File: config.mk
export PLATFORM = sky130hd
export DESIGN_NAME = ordered_list_insert_delete_flat
export DESIGN_NICKNAME = d
export VERILOG_FILES = /design/src/hdl/olid_pkg.sv /design/src/hdl/olid_if.sv /design/src/hdl/olid_dp.sv /design/src/hdl/olid_ctrl.sv /design/src/hdl/ordered_list_insert_delete.sv /design/src/flat_wrapper.sv
export SDC_FILE = /design/constraint.sdc
export NUM_CORES = 1
export LEC_CHECK = 0
export BUFFER_PORTS_ARGS = -buffer_cell sky130_fd_sc_hd__buf_2
export CORE_MARGIN = 2
export CORE_UTILIZATION = 40
export DETAILED_ROUTE_END_ITERATION = 6
export SLEW_MARGIN = 5
export SYNTH_ARGS = -nofsm -noshare
export SYNTH_HDL_FRONTEND = slang
export SYNTH_SLANG_ARGS = --single-unit
File: constraint.sdc
create_clock -name i_clk -period 8.57 [get_ports i_clk]
set_input_delay 2.1425 -clock i_clk [delete_from_list [all_inputs] [get_ports i_clk]]
set_output_delay 2.1425 -clock i_clk [all_outputs]
set_load 0.005 [all_outputs]
File: src/hdl/olid_pkg.sv
package olid_pkg;

    localparam int VAL_W = 32;
    localparam int LEN_W = 7;

    typedef enum logic [1:0] {
        CMD_INSERT   = 2'd0,
        CMD_DEL_HEAD = 2'd1,
        CMD_DEL_TAIL = 2'd2,
        CMD_DEL_KEY  = 2'd3
    } t_cmd;

    typedef enum logic [1:0] {
        ST_OK        = 2'd0,
        ST_EMPTY     = 2'd1,
        ST_NOT_FOUND = 2'd2,
        ST_FULL      = 2'd3
    } t_status;

    // controller to datapath
    typedef struct packed {
        logic latch;
        logic exec;
        logic match;
        logic remove;
        logic load_out;
    } t_dp_cmd;

    // datapath to controller
    typedef struct packed {
        logic is_key;
    } t_dp_sts;

endpackage

File: src/hdl/olid_if.sv
interface olid_req_if;
    import olid_pkg::*;

    logic                    valid;
    logic                    ready;
    t_cmd                    command;
    logic signed [VAL_W-1:0] value;

    modport source (output valid, command, value, input ready);
    modport sink   (input valid, command, value, output ready);
endinterface

interface olid_rsp_if;
    import olid_pkg::*;

    logic             valid;
    logic             ready;
    t_status          status;
    logic [LEN_W-1:0] length;

    modport source (output valid, status, length, input ready);
    modport sink   (input valid, status, length, output ready);
endinterface

File: src/hdl/olid_dp.sv
module olid_dp #(
    parameter int DEPTH = 16
) (
    input  logic                             i_clk,
    input  logic                             i_rst_n,
    input  olid_pkg::t_dp_cmd                i_cmd,
    output olid_pkg::t_dp_sts                o_sts,
    input  olid_pkg::t_cmd                   i_command,
    input  logic signed [olid_pkg::VAL_W-1:0] i_value,
    output olid_pkg::t_status                o_status,
    output logic [olid_pkg::LEN_W-1:0]       o_length
);
    import olid_pkg::*;

    localparam int CW = $clog2(DEPTH + 1);

    t_cmd                    r_cmd;
    logic signed [VAL_W-1:0] r_key;
    logic signed [VAL_W-1:0] r_cells [DEPTH];
    logic [CW-1:0]           r_count, n_count;
    logic [DEPTH-1:0]        r_match, n_match;
    logic [DEPTH-1:0]        r_below, n_below;
    t_status                 r_status, n_status;
    t_status                 r_out_status;
    logic [CW-1:0]           r_out_count;

    logic             full;
    logic             empty;
    logic             wr_en;
    logic             shift_en;
    logic [DEPTH-1:0] keep;

    assign full  = (r_count == CW'(DEPTH));
    assign empty = (r_count == '0);

    // every cell compares against the key at once
    for (genvar i = 0; i < DEPTH; i++) begin : g_match
        assign n_match[i] = (r_cells[i] == r_key) && (CW'(i) < r_count);
    end

    // cells strictly ahead of the first match stay put
    assign n_below = ~n_match & (n_match - DEPTH'(1));

    always_comb begin
        n_count  = r_count;
        n_status = r_status;
        wr_en    = 1'b0;
        shift_en = 1'b0;
        keep     = r_below;
        if (i_cmd.exec) begin
            unique case (r_cmd)
                CMD_INSERT: begin
                    if (full) begin
                        n_status = ST_FULL;
                    end else begin
                        wr_en    = 1'b1;
                        n_count  = r_count + CW'(1);
                        n_status = ST_OK;
                    end
                end
                CMD_DEL_HEAD: begin
                    if (empty) begin
                        n_status = ST_EMPTY;
                    end else begin
                        shift_en = 1'b1;
                        keep     = '0;
                        n_count  = r_count - CW'(1);
                        n_status = ST_OK;
                    end
                end
                CMD_DEL_TAIL: begin
                    if (empty) begin
                        n_status = ST_EMPTY;
                    end else begin
                        n_count  = r_count - CW'(1);
                        n_status = ST_OK;
                    end
                end
                CMD_DEL_KEY: begin
                    n_status = r_status;
                end
            endcase
        end else if (i_cmd.remove) begin
            if (|r_match) begin
                shift_en = 1'b1;
                n_count  = r_count - CW'(1);
                n_status = ST_OK;
            end else begin
                n_status = ST_NOT_FOUND;
            end
        end
    end

    for (genvar i = 0; i < DEPTH; i++) begin : g_cell
        if (i < DEPTH - 1) begin : g_mid
            always_ff @(posedge i_clk) begin
                if (wr_en && (r_count == CW'(i))) begin
                    r_cells[i] <= r_key;
                end else if (shift_en && !keep[i]) begin
                    r_cells[i] <= r_cells[i+1];
                end
            end
        end else begin : g_last
            always_ff @(posedge i_clk) begin
                if (wr_en && (r_count == CW'(i))) begin
                    r_cells[i] <= r_key;
                end
            end
        end
    end

    always_ff @(posedge i_clk) begin
        if (!i_rst_n) begin
            r_count <= '0;
        end else begin
            r_count <= n_count;
        end
    end

    always_ff @(posedge i_clk) begin
        r_status <= n_status;
        if (i_cmd.latch) begin
            r_cmd <= i_command;
            r_key <= i_value;
        end
        if (i_cmd.match) begin
            r_match <= n_match;
            r_below <= n_below;
        end
        if (i_cmd.load_out) begin
            r_out_status <= r_status;
            r_out_count  <= r_count;
        end
    end

    assign o_sts.is_key = (r_cmd == CMD_DEL_KEY);
    assign o_status     = r_out_status;
    assign o_length     = LEN_W'(r_out_count);

    a_count_range: assert property (@(posedge i_clk) disable iff (!i_rst_n)
        r_count <= CW'(DEPTH))
        else $error("entry count beyond depth");

    a_remove_dec: assert property (@(posedge i_clk) disable iff (!i_rst_n)
        i_cmd.remove && (|r_match) |=> r_count == $past(r_count) - CW'(1))
        else $error("key removal did not shorten the list");

    a_full_drop: assert property (@(posedge i_clk) disable iff (!i_rst_n)
        i_cmd.exec && (r_cmd == CMD_INSERT) && full
        |=> (r_count == CW'(DEPTH)) && (r_status == ST_FULL))
        else $error("insert into full list not dropped");

endmodule

File: src/hdl/olid_ctrl.sv
module olid_ctrl (
    input  logic              i_clk,
    input  logic              i_rst_n,
    input  logic              i_in_valid,
    output logic              o_in_ready,
    output logic              o_out_valid,
    input  logic              i_out_ready,
    output olid_pkg::t_dp_cmd o_cmd,
    input  olid_pkg::t_dp_sts i_sts
);
    import olid_pkg::*;

    typedef enum logic [3:0] {
        S_IDLE  = 4'b0001,
        S_RUN   = 4'b0010,
        S_SHIFT = 4'b0100,
        S_DONE  = 4'b1000
    } t_state;

    t_state r_state, n_state;
    logic   r_out_valid, n_out_valid;
    logic   out_free;

    assign out_free = !r_out_valid || i_out_ready;

    always_comb begin
        n_state = r_state;
        o_cmd   = '0;
        unique case (r_state)
            S_IDLE: begin
                if (i_in_valid) begin
                    o_cmd.latch = 1'b1;
                    n_state     = S_RUN;
                end
            end
            S_RUN: begin
                if (i_sts.is_key) begin
                    o_cmd.match = 1'b1;
                    n_state     = S_SHIFT;
                end else begin
                    o_cmd.exec = 1'b1;
                    n_state    = S_DONE;
                end
            end
            S_SHIFT: begin
                o_cmd.remove = 1'b1;
                n_state      = S_DONE;
            end
            S_DONE: begin
                // wait here while the previous result is still unclaimed
                if (out_free) begin
                    o_cmd.load_out = 1'b1;
                    n_state        = S_IDLE;
                end
            end
            default: begin
                n_state = S_IDLE;
            end
        endcase
    end

    always_comb begin
        if (o_cmd.load_out) begin
            n_out_valid = 1'b1;
        end else begin
            n_out_valid = r_out_valid && !i_out_ready;
        end
    end

    always_ff @(posedge i_clk) begin
        if (!i_rst_n) begin
            r_state     <= S_IDLE;
            r_out_valid <= 1'b0;
        end else begin
            r_state     <= n_state;
            r_out_valid <= n_out_valid;
        end
    end

    assign o_in_ready  = (r_state == S_IDLE);
    assign o_out_valid = r_out_valid;

    a_result_source: assert property (@(posedge i_clk) disable iff (!i_rst_n)
        $rose(r_out_valid) |-> $past(r_state == S_DONE))
        else $error("result raised outside completion");

endmodule

File: src/hdl/ordered_list_insert_delete.sv
// Ordered list of up to DEPTH signed 32-bit values held in a row of cells,
// head in cell 0. A request carries a command (insert at tail, delete head,
// delete tail, delete first entry equal to value) and returns one result with
// a status and the length afterwards. Insert on a full list is dropped with
// status full; deletes on an empty list report empty, and a key delete with
// no match reports not found. One request is worked at a time: insert and
// the two plain deletes are latched, executed and then loaded as the result;
// delete by key adds a shift step, as all cells are compared at once and
// the first-match mask is registered before the cells close up after it.
// The result sits in an output register, so a new request is taken while it
// waits; a further result holds the controller until the register is free.
module ordered_list_insert_delete #(
    parameter int DEPTH = 16
) (
    input  logic       i_clk,
    input  logic       i_rst_n,
    olid_req_if.sink   i_req,
    olid_rsp_if.source o_rsp
);
    import olid_pkg::*;

    t_dp_cmd dp_cmd;
    t_dp_sts dp_sts;

    olid_ctrl u_ctrl (
        .i_clk       (i_clk),
        .i_rst_n     (i_rst_n),
        .i_in_valid  (i_req.valid),
        .o_in_ready  (i_req.ready),
        .o_out_valid (o_rsp.valid),
        .i_out_ready (o_rsp.ready),
        .o_cmd       (dp_cmd),
        .i_sts       (dp_sts)
    );

    olid_dp #(
        .DEPTH (DEPTH)
    ) u_dp (
        .i_clk     (i_clk),
        .i_rst_n   (i_rst_n),
        .i_cmd     (dp_cmd),
        .o_sts     (dp_sts),
        .i_command (i_req.command),
        .i_value   (i_req.value),
        .o_status  (o_rsp.status),
        .o_length  (o_rsp.length)
    );

endmodule

File: src/flat_wrapper.sv
// flat-port wrapper written by rule: the top's interface ports become plain ports
module ordered_list_insert_delete_flat import olid_pkg::*;
#(
    parameter int DEPTH = 16
)
  (i_clk, i_rst_n, i_req_valid, i_req_command, i_req_value, i_req_ready, o_rsp_valid, o_rsp_status, o_rsp_length, o_rsp_ready);
  olid_req_if i_req_i ();
  olid_rsp_if o_rsp_i ();
  input  logic i_clk;
  input  logic i_rst_n;
  input wire logic [$bits(i_req_i.valid)-1:0] i_req_valid;
  input wire logic [$bits(i_req_i.command)-1:0] i_req_command;
  input wire logic [$bits(i_req_i.value)-1:0] i_req_value;
  output wire logic [$bits(i_req_i.ready)-1:0] i_req_ready;
  output wire logic [$bits(o_rsp_i.valid)-1:0] o_rsp_valid;
  output wire logic [$bits(o_rsp_i.status)-1:0] o_rsp_status;
  output wire logic [$bits(o_rsp_i.length)-1:0] o_rsp_length;
  input wire logic [$bits(o_rsp_i.ready)-1:0] o_rsp_ready;
  assign i_req_i.valid = i_req_valid;
  assign i_req_i.command = i_req_command;
  assign i_req_i.value = i_req_value;
  assign i_req_ready = i_req_i.ready;
  assign o_rsp_valid = o_rsp_i.valid;
  assign o_rsp_status = o_rsp_i.status;
  assign o_rsp_length = o_rsp_i.length;
  assign o_rsp_i.ready = o_rsp_ready;
  ordered_list_insert_delete #(.DEPTH(DEPTH)) u_core (.i_clk(i_clk), .i_rst_n(i_rst_n), .i_req(i_req_i), .o_rsp(o_rsp_i));
endmodule
==> results.sh <==
export IMPL_status="completed"
export IMPL_ys_seq_elements=596
export IMPL_critPathMaxFanout=7
export IMPL_synth_top_area_frac=0.562
export IMPL_seq_area_mm2=0.0178
export IMPL_cp_end_kind="output pin"
export IMPL_p_leak_nw=11.6
export IMPL_ir_drop_mv=0.135
export IMPL_die_w_um=284
export IMPL_max_freq_mhz=255
export IMPL_maxCapViolations=0
export IMPL_cts_path_max_buffers=3
export IMPL_synth_cells=2144
export IMPL_port_buffers=46
export IMPL_reg2reg_from="u_core.u_dp.r_key[13]$_DFFE_PP_"
export IMPL_n_fill_cell=6916
export IMPL_yosysWarnings=0
export IMPL_viasPerCell=5.58
export IMPL_cellPowerDensity_mw_per_mm2=197
export IMPL_clkSlewWorstSetupHoldPaths_ps=60
export IMPL_ys_types=50
export IMPL_finalCriticalPeriod_ps=3910
export IMPL_tns_ps=0
export IMPL_cts_resized=0
export IMPL_first_pass_iters=5
export IMPL_place_congestion=0.920
export IMPL_yosysSeqAreaShare=0.569
export IMPL_gr_total_overflow=0
export IMPL_rr_worst_depth=9
export IMPL_multi_input_area_mm2=0.0124
export IMPL_grt_pass1_wl_mm=133
export IMPL_fin_nets=2194
export IMPL_start_util=0.404
export IMPL_critPathLaunchType="register"
export IMPL_hold_end="u_core.u_dp.o_status[1]$_DFFE_PP_"
export IMPL_hold_depth=0
export IMPL_cts_buffers=69
export IMPL_skew_ps=27.0
export IMPL_ctsRootBufferMaster="clkbuf_16"
export IMPL_hold_viol_final=0
export IMPL_min_delay_start="u_core.u_dp.r_status[1]$_DFFE_PP_"
export IMPL_worstSetupPathType="register to output pin"
export IMPL_synth_flop_cell="edfxtp_1"
export IMPL_wire_per_inst_um=28.2
export IMPL_wirelength_mm=91.6
export IMPL_layout_setup_ws_ps=4660
export IMPL_rows=102
export IMPL_antenna_found_initial=4
export IMPL_synth_top_cells_by_count="edfxtp_1, xor2_1, mux2_2"
export IMPL_hold_buffers=0
export IMPL_place_ws_ps=4920
export IMPL_p_total_mw=6.79
export IMPL_finalCritPeriodShare=0.457
export IMPL_syn_to_final_growth_pct=9.97
export IMPL_yosys_cell_count_top_type="edfxtp_1"
export IMPL_ys_top_cells_by_area="edfxtp_1, mux2_2, xor2_1"
export IMPL_post_cts_buffers=0
export IMPL_netlist_area_mm2=0.0313
export IMPL_drive_above_1_share=0.298
export IMPL_r2r_setup_slack_ps=4780
export IMPL_worstHoldPathType="register to register"
export IMPL_setup_violations_final=0
export IMPL_dp_hpwl_mm=59.8
export IMPL_dieArea_mm2=0.0805
export IMPL_drc=0
export IMPL_r2r_end="u_core.u_dp.r_below[14]$_DFFE_PP_"
export IMPL_synth_edf_count=586
export IMPL_rsz0062_at_grt="false"
export IMPL_yosys_area_top_type="edfxtp_1"
export IMPL_dr_total_vias=18097
export IMPL_ioPinCount=49
export IMPL_die_h_um=284
export IMPL_insertion_delay_ps=610
export IMPL_antenna_left=0
export IMPL_tightest_slew_ps=1250
export IMPL_grt_max_degree=35
export IMPL_relSlewSlack=0.169
export IMPL_core_area_mm2=0.0775
export IMPL_grt_pass1_vias=18641
export IMPL_clkSinkCount=596
export IMPL_timing_max_transition_violations_final=0
export IMPL_crit_required_ps=6430
export IMPL_drt_first_iter_violations=1622
export IMPL_syn_avg_cell_area_um2=14.6
export IMPL_grt_use_total=0.225
export IMPL_worstPathArrival_ps=1770
export IMPL_h_tree_depth=3
export IMPL_synthArstFlopShare=0
export IMPL_critPathLaunch="u_core.u_ctrl.r_state[0]$_SDFFE_PN1P_"
export IMPL_cts_tree="done"
-- worst max-delay path, cell delays in order, from the launching register on --
cell	delay, ps
dfxtp_1	460
nor4b_1	500
buf_2	210
-- registers in the layout, summed over array words and instances (netlist names) --
| register | cells |
|---|---|
| u_core.u_dp.r_match | 16 |
| u_core.u_dp.r_below | 15 |
| u_core.u_dp.r_count | 5 |
| u_core.u_dp.r_key | 32 |
| u_core.u_ctrl.o_out_valid | 1 |
| u_core.u_dp.r_status | 2 |
| u_core.u_dp.r_cmd | 2 |
| u_core.u_dp.r_cells | 512 |
| u_core.u_dp.r_out_count | 5 |
| u_core.u_dp.o_status | 2 |
| u_core.u_ctrl.r_state | 4 |
-- routing by layer --
layer | vias to the layer above | global-route usage | part of all wire
met2 | 648 | 0.364 | 0.47
met4 | 4 | 0.0815 | 0.036
met1 | 9378 | 0.305 | 0.43
li1 | 7889 | - | -
met3 | 178 | 0.0357 | 0.056
met5 | - | 0 | 0.00022
-- power breakdown --
group          switching, mW  total [mW]  internal (mW)
clock                   1.21        2.82           1.61
combinational          0.410       0.694          0.283
sequential            0.0204        3.27           3.25
total                   1.64        6.79           5.15
-- stage by stage --
step	instance area, um2	hold WS (ps)	utilization	std cells
detailed placement	32300	424	0.417	3117
finish	34400	444	0.444	3243
global route	34400	451	0.444	3242
CTS	34400	438	0.444	3242
global placement	32300	443	0.417	3117
floorplan	31300	400	-	2145
-- cells in the final DEF (no fill, tap or decap), types with 3 or more instances in the layout --
master        n
nor2_1       19
mux2_4       60
a21oi_4       3
clkbuf_1     20
clkinv_2     12
buf_4        71
nand3_1      16
a2111oi_0     4
inv_6         3
dfxtp_1      10
nor3_1       19
nor4_1      103
nand2b_1     12
clkinv_1     10
o2111ai_1     3
edfxtp_1    586
mux2_1       57
mux2_2      363
nor2b_1       6
o21ai_1       9
nand2_1      37
and3_1        5
xor2_1      384
or2_2         4
o21ai_0       7
ha_1          8
o21a_1        7
a21oi_1       7
and2_1        5
buf_2        46
clkinvlp_4    3
xnor2_1     133
or3_1         6
inv_1        12
nand4_1      45
nor4b_1       3
clkbuf_16    73
-- worst max path at each step --
stage | to | slack, ps
6_report | i_req_ready | 4660
5_1_grt | i_req_ready | 4460
4_1_cts | i_req_ready | 4630
3_5_place_dp | u_core.u_dp.r_below[14]$_DFFE_PP_ | 4920
3_3_place_gp | u_core.u_dp.r_below[14]$_DFFE_PP_ | 4930
2_1_floorplan | u_core.u_dp.r_cells[0][160]$_DFFE_PP_ | 4250
-- logic make-up (layout without fill, tap and decap cells) --
group | Yosys count | count (layout) | synth area share
flops | 596 | 596 | 0.569
xor+xnor | 517 | 517 | 0.145
mux | 482 | 482 | 0.181
simple gates | 292 | 292 | 0.0540
buf+inv | 197 | 254 | 0.0369
compound gates | 51 | 51 | 0.0121
fa+ha+maj | 8 | 8 | 0.00320
other cells | 1 | 3 | 0.000120
-- final cells by class --
type,count,share of cell area
sequential,596,0.517
multi-input combinational,1352,0.360
clock buffer,95,0.0561
tap,1040,0.0378
timing repair buffer,117,0.0222
clock inverter,30,0.00560
inverter,12,0.00131
antenna,1,0.0000727
(Power assumes the default switching activity.)
